[src/stgl_pkg.sv]
// Shared types and constants for the source text to grid loader.
package stgl_pkg;

  localparam int AXES = 4;
  localparam int QDEPTH = 2;

  localparam logic [7:0] CH_LF = 8'h0A;
  localparam logic [7:0] CH_VT = 8'h0B;
  localparam logic [7:0] CH_FF = 8'h0C;
  localparam logic [7:0] CH_CR = 8'h0D;
  localparam logic [7:0] CH_SP = 8'h20;

  localparam logic [3:0] PAGE_MIN_DIMS = 4'd3;

  localparam logic KIND_BYTE = 1'b0;
  localparam logic KIND_EOF  = 1'b1;

  localparam logic OUT_CELL   = 1'b0;
  localparam logic OUT_EXTENT = 1'b1;

  localparam logic [2:0] REG_START_X = 3'd0;
  localparam logic [2:0] REG_START_Y = 3'd1;
  localparam logic [2:0] REG_START_Z = 3'd2;
  localparam logic [2:0] REG_START_W = 3'd3;
  localparam logic [2:0] REG_BINARY  = 3'd4;
  localparam logic [2:0] REG_DIMS    = 3'd5;

  typedef enum logic [2:0] {
    OP_ORD,
    OP_LINE,
    OP_FF,
    OP_VT,
    OP_EOF
  } op_kind_t;

  typedef enum logic [1:0] {
    BRK_NONE,
    BRK_FF,
    BRK_VT
  } brk_t;

  typedef enum logic [1:0] {
    AX_HOLD,
    AX_BUMP,
    AX_BACK,
    AX_LOAD
  } ax_act_t;

  typedef struct packed {
    op_kind_t   kind;
    logic [7:0] value;
  } op_t;

  typedef struct packed {
    logic                 kind;
    logic [3:0][31:0]     coord;
    logic [7:0]           value;
    logic [3:0][31:0]     extent;
  } res_t;

  typedef struct packed {
    logic        valid;
    logic [1:0]  axis;
    logic [31:0] value;
  } start_load_t;

endpackage

[src/stgl_fifo.sv]
// Two-entry word queue used between the loader stages.
module stgl_fifo #(
  parameter int WIDTH = 8
) (
  input  logic             clk,
  input  logic             rst,
  input  logic             push,
  input  logic [WIDTH-1:0] din,
  output logic             full,
  input  logic             pop,
  output logic [WIDTH-1:0] dout,
  output logic             empty
);
  import stgl_pkg::*;

  localparam int PW = $clog2(QDEPTH);

  logic [WIDTH-1:0] mem [QDEPTH];
  logic [PW-1:0]    wr_ptr;
  logic [PW-1:0]    rd_ptr;
  logic [PW:0]      count;
  logic             do_push;
  logic             do_pop;

  assign full    = (count == (PW+1)'(QDEPTH));
  assign empty   = (count == '0);
  assign do_push = push && !full;
  assign do_pop  = pop && !empty;
  assign dout    = mem[rd_ptr];

  // depth is a power of two, so the pointers wrap on their own
  always_ff @(posedge clk) begin
    if (rst) begin
      wr_ptr <= '0;
      rd_ptr <= '0;
      count  <= '0;
    end else begin
      if (do_push) wr_ptr <= wr_ptr + 1'b1;
      if (do_pop) rd_ptr <= rd_ptr + 1'b1;
      if (do_push && !do_pop) begin
        count <= count + 1'b1;
      end else if (do_pop && !do_push) begin
        count <= count - 1'b1;
      end
    end
  end

  always_ff @(posedge clk) begin
    if (do_push) mem[wr_ptr] <= din;
  end

endmodule

[src/stgl_front.sv]
// Front stage: classifies source bytes into cursor operations.
module stgl_front (
  input  logic          clk,
  input  logic          rst,
  input  logic          take,
  input  logic          kind,
  input  logic [7:0]    byte_value,
  input  logic          binary_mode,
  input  logic [3:0]    dimension_count,
  output logic          op_push,
  output stgl_pkg::op_t op
);
  import stgl_pkg::*;

  brk_t last_break;
  brk_t last_break_next;
  logic after_cr;
  logic after_cr_next;
  logic pages;
  logic is_lf;
  logic is_cr;
  logic is_ff;
  logic is_vt;

  assign pages = (dimension_count == 4'd0) || (dimension_count >= PAGE_MIN_DIMS);
  assign is_lf = (byte_value == CH_LF);
  assign is_cr = (byte_value == CH_CR);
  assign is_ff = (byte_value == CH_FF);
  assign is_vt = (byte_value == CH_VT);

  always_comb begin
    last_break_next = last_break;
    after_cr_next   = after_cr;
    op_push         = 1'b0;
    op.kind         = OP_ORD;
    op.value        = byte_value;
    if (take) begin
      if (kind == KIND_EOF) begin
        op_push         = 1'b1;
        op.kind         = OP_EOF;
        last_break_next = BRK_NONE;
        after_cr_next   = 1'b0;
      end else if (after_cr && is_lf) begin
        // LF right after CR: one line break only
        after_cr_next = 1'b0;
      end else begin
        after_cr_next = 1'b0;
        if (!binary_mode && (is_lf || is_cr)) begin
          after_cr_next = is_cr;
          if (last_break == BRK_NONE) begin
            op_push = 1'b1;
            op.kind = OP_LINE;
          end
        end else if (!binary_mode && is_ff) begin
          if (pages) begin
            op_push         = 1'b1;
            op.kind         = OP_FF;
            last_break_next = BRK_FF;
          end
        end else if (!binary_mode && is_vt) begin
          if (pages) begin
            op_push         = 1'b1;
            op.kind         = OP_VT;
            last_break_next = BRK_VT;
          end
        end else begin
          op_push = 1'b1;
          op.kind = OP_ORD;
          if (is_ff) begin
            last_break_next = BRK_FF;
          end else if (is_vt) begin
            last_break_next = BRK_VT;
          end else begin
            last_break_next = BRK_NONE;
          end
        end
      end
    end
  end

  always_ff @(posedge clk) begin
    if (rst) begin
      last_break <= BRK_NONE;
      after_cr   <= 1'b0;
    end else begin
      last_break <= last_break_next;
      after_cr   <= after_cr_next;
    end
  end

endmodule

[src/stgl_back.sv]
// Back stage: cursor and high-water registers, builds result words.
module stgl_back #(
  parameter int COORD_BITS = 32
) (
  input  logic                  clk,
  input  logic                  rst,
  input  logic                  op_valid,
  input  stgl_pkg::op_t         op,
  output logic                  op_pop,
  input  logic [3:0][31:0]      start,
  input  stgl_pkg::start_load_t load,
  output logic                  res_push,
  output stgl_pkg::res_t        res,
  input  logic                  res_full
);
  import stgl_pkg::*;

  localparam int W  = COORD_BITS;
  localparam int CW = (W > 32) ? W : 32;
  localparam logic signed [W-1:0]  WMAX = {1'b0, {(W-1){1'b1}}};
  localparam logic signed [CW-1:0] CMAX = {{(CW-W+1){1'b0}}, {(W-1){1'b1}}};
  localparam logic signed [CW-1:0] CMIN = ~CMAX;

  logic signed [W-1:0] cursor [AXES];
  logic signed [W-1:0] hw [AXES];
  logic signed [W-1:0] cursor_next [AXES];
  logic signed [W-1:0] hw_next [AXES];
  logic signed [W-1:0] start_c [AXES];
  logic signed [W-1:0] inc [AXES];
  logic signed [W-1:0] load_c;
  ax_act_t             act [AXES];
  logic                go;
  logic                is_eof;
  logic [W-1:0]        diff [AXES];
  logic [CW:0]         dz [AXES];
  logic signed [CW-1:0] ce [AXES];

  // start registers are 32-bit signed; clamp or sign-extend to coordinate width
  function automatic logic signed [W-1:0] clamp_start(input logic [31:0] s);
    logic signed [CW-1:0] se;
    logic signed [CW-1:0] cl;
    se = CW'($signed(s));
    if (se > CMAX) begin
      cl = CMAX;
    end else if (se < CMIN) begin
      cl = CMIN;
    end else begin
      cl = se;
    end
    return W'(cl);
  endfunction

  assign is_eof = (op.kind == OP_EOF);
  assign go     = op_valid && !res_full;
  assign op_pop = go;
  assign load_c = clamp_start(load.value);

  always_comb begin
    for (int a = 0; a < AXES; a++) begin
      act[a] = AX_HOLD;
    end
    unique case (op.kind)
      OP_ORD: begin
        act[0] = AX_BUMP;
      end
      OP_LINE: begin
        act[0] = AX_BACK;
        act[1] = AX_BUMP;
      end
      OP_FF: begin
        act[0] = AX_BACK;
        act[1] = AX_BACK;
        act[2] = AX_BUMP;
      end
      OP_VT: begin
        act[0] = AX_BACK;
        act[1] = AX_BACK;
        act[2] = AX_BACK;
        act[3] = AX_BUMP;
      end
      OP_EOF: begin
        for (int a = 0; a < AXES; a++) begin
          act[a] = AX_LOAD;
        end
      end
      default: begin
        for (int a = 0; a < AXES; a++) begin
          act[a] = AX_HOLD;
        end
      end
    endcase
  end

  always_comb begin
    for (int a = 0; a < AXES; a++) begin
      start_c[a]     = clamp_start(start[a]);
      inc[a]         = (cursor[a] != WMAX) ? cursor[a] + W'(1) : cursor[a];
      cursor_next[a] = cursor[a];
      hw_next[a]     = hw[a];
      if (load.valid && (load.axis == 2'(a))) begin
        cursor_next[a] = load_c;
        hw_next[a]     = load_c;
      end else if (go) begin
        case (act[a])
          AX_BUMP: begin
            cursor_next[a] = inc[a];
            if (inc[a] > hw[a]) hw_next[a] = inc[a];
          end
          AX_BACK: begin
            // cursor never exceeds high-water, so only the cursor moves
            cursor_next[a] = start_c[a];
          end
          AX_LOAD: begin
            cursor_next[a] = start_c[a];
            hw_next[a]     = start_c[a];
          end
          default: begin
            cursor_next[a] = cursor[a];
          end
        endcase
      end
    end
  end

  always_comb begin
    res_push  = go && (is_eof || ((op.kind == OP_ORD) && (op.value != CH_SP)));
    res.kind  = is_eof ? OUT_EXTENT : OUT_CELL;
    res.value = is_eof ? 8'd0 : op.value;
    for (int a = 0; a < AXES; a++) begin
      diff[a]       = hw[a] - start_c[a];
      dz[a]         = (CW+1)'(diff[a]);
      ce[a]         = CW'(cursor[a]);
      res.coord[a]  = is_eof ? 32'd0 : ce[a][31:0];
      if (!is_eof) begin
        res.extent[a] = 32'd0;
      end else if ((dz[a] >> 32) != '0) begin
        res.extent[a] = '1;
      end else begin
        res.extent[a] = dz[a][31:0];
      end
    end
  end

  always_ff @(posedge clk) begin
    if (rst) begin
      for (int a = 0; a < AXES; a++) begin
        cursor[a] <= '0;
        hw[a]     <= '0;
      end
    end else begin
      for (int a = 0; a < AXES; a++) begin
        cursor[a] <= cursor_next[a];
        hw[a]     <= hw_next[a];
      end
    end
  end

endmodule

[src/source_text_to_grid_loader_unit.sv]
// Top level of the source text to grid loader: config registers, stages, queues.
//
//   channel   direction  handshake              payload
//   -------   ---------  ---------------------  ---------------------------------
//   input     in         push / full           kind, byte_value
//   result    out        empty / pop           out_kind, cell_x..w, cell_value,
//                                              extent_x..w
//   config    in         cfg_we (no wait)      cfg_index, cfg_data
//
// Sustained rate is one word per cycle on both sides while pop keeps the result
// queue from filling; a taken word is written into the op queue at the edge that
// takes it, and its result is then written into the result queue.
// The back stage's cursor update (one add and compare per axis) sets the pace.
// rst is synchronous; the block is ready the cycle after rst drops, no sweep.
// Stalls: pop held low fills the result queue, the back stage stops, then the
// op queue fills and full rises. Bytes that move nothing are dropped in front.
module source_text_to_grid_loader_unit #(
  parameter int COORD_BITS = 32
) (
  input  logic               clk,
  input  logic               rst,
  // input words
  input  logic               push,
  output logic               full,
  input  logic               kind,
  input  logic [7:0]         byte_value,
  // result words
  output logic               empty,
  input  logic               pop,
  output logic               out_kind,
  output logic signed [31:0] cell_x,
  output logic signed [31:0] cell_y,
  output logic signed [31:0] cell_z,
  output logic signed [31:0] cell_w,
  output logic [7:0]         cell_value,
  output logic [31:0]        extent_x,
  output logic [31:0]        extent_y,
  output logic [31:0]        extent_z,
  output logic [31:0]        extent_w,
  // configuration writes
  input  logic               cfg_we,
  input  logic [2:0]         cfg_index,
  input  logic [31:0]        cfg_data
);
  import stgl_pkg::*;

  localparam int OP_W  = $bits(op_t);
  localparam int RES_W = $bits(res_t);

  // configuration registers
  logic [3:0][31:0] start;
  logic             binary_mode;
  logic [3:0]       dimension_count;
  start_load_t      load;

  // front to op queue
  logic             take;
  logic             op_push;
  op_t              op_in;
  logic             op_full;
  // op queue to back
  logic [OP_W-1:0]  op_bits;
  op_t              op_out;
  logic             op_empty;
  logic             op_pop;
  // back to result queue
  logic             res_push;
  res_t             res_in;
  logic             res_full;
  logic [RES_W-1:0] res_bits;
  res_t             res_out;

  assign full = op_full;
  assign take = push && !op_full;

  // start writes also reload that axis' cursor and high-water in the back stage
  always_comb begin
    load.valid = cfg_we && (cfg_index == REG_START_X || cfg_index == REG_START_Y ||
                            cfg_index == REG_START_Z || cfg_index == REG_START_W);
    load.axis  = cfg_index[1:0];
    load.value = cfg_data;
  end

  always_ff @(posedge clk) begin
    if (rst) begin
      start           <= '0;
      binary_mode     <= 1'b0;
      dimension_count <= 4'd0;
    end else if (cfg_we) begin
      unique case (cfg_index)
        REG_START_X: start[0] <= cfg_data;
        REG_START_Y: start[1] <= cfg_data;
        REG_START_Z: start[2] <= cfg_data;
        REG_START_W: start[3] <= cfg_data;
        REG_BINARY:  binary_mode <= cfg_data[0];
        REG_DIMS:    dimension_count <= cfg_data[3:0];
        default: begin
          binary_mode <= binary_mode;
        end
      endcase
    end
  end

  stgl_front u_front (
    .clk             (clk),
    .rst             (rst),
    .take            (take),
    .kind            (kind),
    .byte_value      (byte_value),
    .binary_mode     (binary_mode),
    .dimension_count (dimension_count),
    .op_push         (op_push),
    .op              (op_in)
  );

  stgl_fifo #(
    .WIDTH (OP_W)
  ) u_op_q (
    .clk   (clk),
    .rst   (rst),
    .push  (op_push),
    .din   (op_in),
    .full  (op_full),
    .pop   (op_pop),
    .dout  (op_bits),
    .empty (op_empty)
  );

  assign op_out = op_t'(op_bits);

  stgl_back #(
    .COORD_BITS (COORD_BITS)
  ) u_back (
    .clk      (clk),
    .rst      (rst),
    .op_valid (!op_empty),
    .op       (op_out),
    .op_pop   (op_pop),
    .start    (start),
    .load     (load),
    .res_push (res_push),
    .res      (res_in),
    .res_full (res_full)
  );

  stgl_fifo #(
    .WIDTH (RES_W)
  ) u_res_q (
    .clk   (clk),
    .rst   (rst),
    .push  (res_push),
    .din   (res_in),
    .full  (res_full),
    .pop   (pop),
    .dout  (res_bits),
    .empty (empty)
  );

  assign res_out    = res_t'(res_bits);
  assign out_kind   = res_out.kind;
  assign cell_x     = $signed(res_out.coord[0]);
  assign cell_y     = $signed(res_out.coord[1]);
  assign cell_z     = $signed(res_out.coord[2]);
  assign cell_w     = $signed(res_out.coord[3]);
  assign cell_value = res_out.value;
  assign extent_x   = res_out.extent[0];
  assign extent_y   = res_out.extent[1];
  assign extent_z   = res_out.extent[2];
  assign extent_w   = res_out.extent[3];

  // back stage never writes a word into a full result queue
  a_res_no_overflow: assert property (@(posedge clk) disable iff (rst)
    res_push |-> !res_full)
    else $error("result word pushed into full queue");

  // back stage only consumes an op that is present
  a_op_pop_valid: assert property (@(posedge clk) disable iff (rst)
    op_pop |-> !op_empty)
    else $error("op popped from empty queue");

  // result queue comes out of reset empty and the op queue not full
  a_reset_empty: assert property (@(posedge clk)
    rst |=> (empty && !full))
    else $error("queues not empty after reset");

endmodule
[config.mk]
export PLATFORM = sky130hd
export DESIGN_NAME = source_text_to_grid_loader_unit
export DESIGN_NICKNAME = d
export VERILOG_FILES = /design/src/stgl_pkg.sv /design/src/stgl_fifo.sv /design/src/stgl_front.sv /design/src/stgl_back.sv /design/src/source_text_to_grid_loader_unit.sv
export SDC_FILE = /design/constraint.sdc
export NUM_CORES = 2
export LEC_CHECK = 0
export ABC_AREA = 0
export BUFFER_PORTS_ARGS = -buffer_cell sky130_fd_sc_hd__buf_4
export CAP_MARGIN = 5
export CORE_ASPECT_RATIO = 1.25
export CORE_MARGIN = 4
export CORE_UTILIZATION = 36
export CTS_CLUSTER_SIZE = 20
export DETAILED_ROUTE_END_ITERATION = 6
export SYNTH_ARGS = -nofsm -noshare
export SYNTH_HDL_FRONTEND = slang
export SYNTH_SLANG_ARGS = --single-unit
[constraint.sdc]
create_clock -name clk -period 17.48 [get_ports clk]
set_input_delay 3.496 -clock clk [delete_from_list [all_inputs] [get_ports clk]]
set_output_delay 3.496 -clock clk [all_outputs]
set_load 0.05 [all_outputs]
==> results.toml <==
[synthesis]
yosysSeqAreaShare_pct = 48.3
synth.area.top_cells = "edfxtp_1 (33%), dfxtp_1 (16%), ha_1 (6.3%)"
synth_area_per_cell_um2 = 9.83
synth_cell_types = 87
syn-cell-area_um2 = 51000
yosys.area_share.simple_pct = 14.6
ys.flop_type = "edfxtp_1"
synth.area.mux_share_pct = 7.01
synthAdderAreaFrac_pct = 6.49
synth-edff-count = 552
synthCells = 5188
synthArstFlopShare_pct = 0
synth_top_family_by_area = "compound AO/OA/AOI/OAI gates"
yosysTopAreaCell = "edfxtp_1"
synth_nets = 5499
synth_top_cell_area_share_pct = 32.5
synth_xor_area_share_pct = 3.88
synth_compound_area_share_pct = 15.1
synth_seq_cells = 954
ys_warn_count = 0

[pwr]
total_power_uw = 11100
powerDensity_nw_per_um2 = 188
peakVddDrop_uv = 126
power_leakage_uw = 0.0222

[floorplan]
die_h_um = 429
die_area_um2 = 148000
num_io_pins = 316
rows = 154
core_um2 = 141000
initial_core_util_pct = 36.2
die_w_um = 345

[global_route]
track_usage_pct = 20.7
grt_max_degree = 188
overflow = 0
grt_pass1_vias = 38300
grt_antenna_before_repair = 11
grt_pass1_wl_mm = 236

[critical_path]
crit_type = "register to output port"
max_stage_delay_ns = 0.89
worstPathArrival_ns = 4.13
cp_max_fo = 69
critPathLaunchType = "register"
cp_common_cell = "buf_4"
crit_chain = "buf_4 > buf_4 > mux2_2 > buf_4"
required_ns = 13.98
critPathCaptureType = "output port"
slowest_stage = "dfxtp_4"

[cts]
clk_pin_slew_worst_paths_ns = 0.06
cts_tree = "built"
ctsHoldBuffers = 0
cts_num_sinks = 954
postCtsSetupRepairBufs = 0
clkLatencyLatePin_ns = 0.75
cts_made_buffers = 102
ctsResizeCount = 0
cts.path.max_buffers = 3
htree_num_levels = 3
clock_tree.root_cell = "clkbuf_16"

[finish]
area_growth_pct = 15.3
fill_cells = 13500
drive_above_1_share_pct = 15.7
layout_common_cells = "edfxtp_1 (552), nor2_1 (538), nand2_1 (512)"
layout_commonest_cell = "edfxtp_1"
layout.nets = 5680

[timing]
setup_viol = 0
maxSlewHeadroom_pct = 23.2
fmax_ghz = 0.131
slew_viol_final = 0
final_hold_viol_count = 0
worst_pin_slew_ns = 1.15
rsz0062_at_grt = "false"
finalCritPeriodShare_pct = 43.6
finalCriticalPeriod_ns = 7.62
finClkSkew_ns = 0.0357
tns_ns = 0

[drt]
dr.pass1.iters = 7
vias = 39900
wl_mm = 158
ant_nets = 0
drc = 1
routedWlPerCell_um = 21.5
first_iter_violations = 3474
vias_per_cell = 5.44

[run]
cap_violations = 0

[place]
dp_hpwl_mm = 108
place.gp.congestion = 0.881
portBuffers = 315

[worst_hold_path]
hold_class = "register to register"

[run_status]
failed_checks = "DRC"
status = "finished, violations left"
cell type report:
class / count / area, um^2 / area share [%]
multi-input combinational: 3615 / 24100 / 41.1
timing repair buffer: 365 / 2770 / 4.71
clock buffer: 120 / 2630 / 4.47
clock inverter: 72 / 1030 / 1.75
inverter: 331 / 1240 / 2.12
tap: 1872 / 2340 / 3.98
antenna: 7 / 17.5 / 0.0298
sequential: 954 / 24600 / 41.9
cells by family (layout without fill, tap and decap cells):
logic type               after synthesis  count (layout)
XOR/XNOR                             225             225
multiplexers                         323             323
flip-flops                           954             954
AND/OR/NAND/NOR                     1617            1617
adder cells (fa/ha/maj)              262             262
buffers and inverters                619             888
AO/OA/AOI/OAI                       1188            1188
other                                  0               7
stage by stage:
step	instance area (um^2)	cells	hold slack, ns	worst slack (ns)	utilization [%]
after CTS	58800	7329	0.455	9.74	41.7
after global placement	55100	7137	0.443	10.53	39.1
after detailed placement	55100	7137	0.447	10.47	39.1
final	58800	7336	0.456	9.86	41.8
after floorplan	51000	5188	0.436	3.56	-
after global routing	58800	7332	0.472	9.64	41.7
final timing paths:
path	end	start	cells past startpoint	slack, ns
setup reg to reg	u_back.hw[3][6]	u_back.cursor[3][24]	19	11.32
setup / recovery	cell_y[28]	register	4	9.86
hold / removal	start[45]	start[45]	2	0.46
hold reg to reg	start[45]	start[45]	2	0.46
synthesized netlist by cell type (10+ instances only):
library cell,n
edfxtp_1,552
nor2_1,544
nand2_1,513
dfxtp_1,402
a21oi_1,385
inv_1,331
mux2_2,268
ha_1,258
clkbuf_1,247
o21ai_0,152
and2_1,138
xnor2_1,137
a21o_1,118
a211oi_1,101
nor3_1,95
a31oi_1,88
xor2_1,87
o211ai_1,81
nand4_1,80
nand3_1,60
mux2i_1,54
o21a_1,32
buf_1,29
nand2b_1,29
a311oi_1,27
o31a_1,25
and3_1,24
and4_1,24
nor2b_1,22
nor4_1,21
o221ai_1,20
a211o_1,17
or2_2,16
o22ai_1,14
or3_1,13
a21boi_0,12
o2111ai_1,12
o21bai_1,11
nor4b_1,10
where the power goes:
| part | internal, uW | switching [uW] | leakage [uW] |
|---|---|---|---|
| sequential | 2890 | 314 | 0.00841 |
| clock | 1410 | 978 | 0.00177 |
| combinational | 2010 | 3450 | 0.0120 |
per-layer routing:
| metal | track usage [%] | routed length (um) |
|---|---|---|
| met5 | 0 | 59 |
| met4 | 8.68 | 6370 |
| met3 | 3.67 | 11000 |
| met2 | 32.1 | 70500 |
| met1 | 28.4 | 70000 |
critical path: cells and delay by family (launching register included):
kind / cells / cell delay [ns]
buffers and inverters: 3 / 1.76
DFF: 1 / 0.89
muxes: 1 / 0.42
registers in the layout (all words and copies together) (netlist names), 4 cells and up, named ones only:
name,cells
u_res_q.mem,530
start,128
u_back.cursor,128
u_back.hw,128
u_op_q.mem,22
dimension_count,4
(Power assumes the default switching activity.)
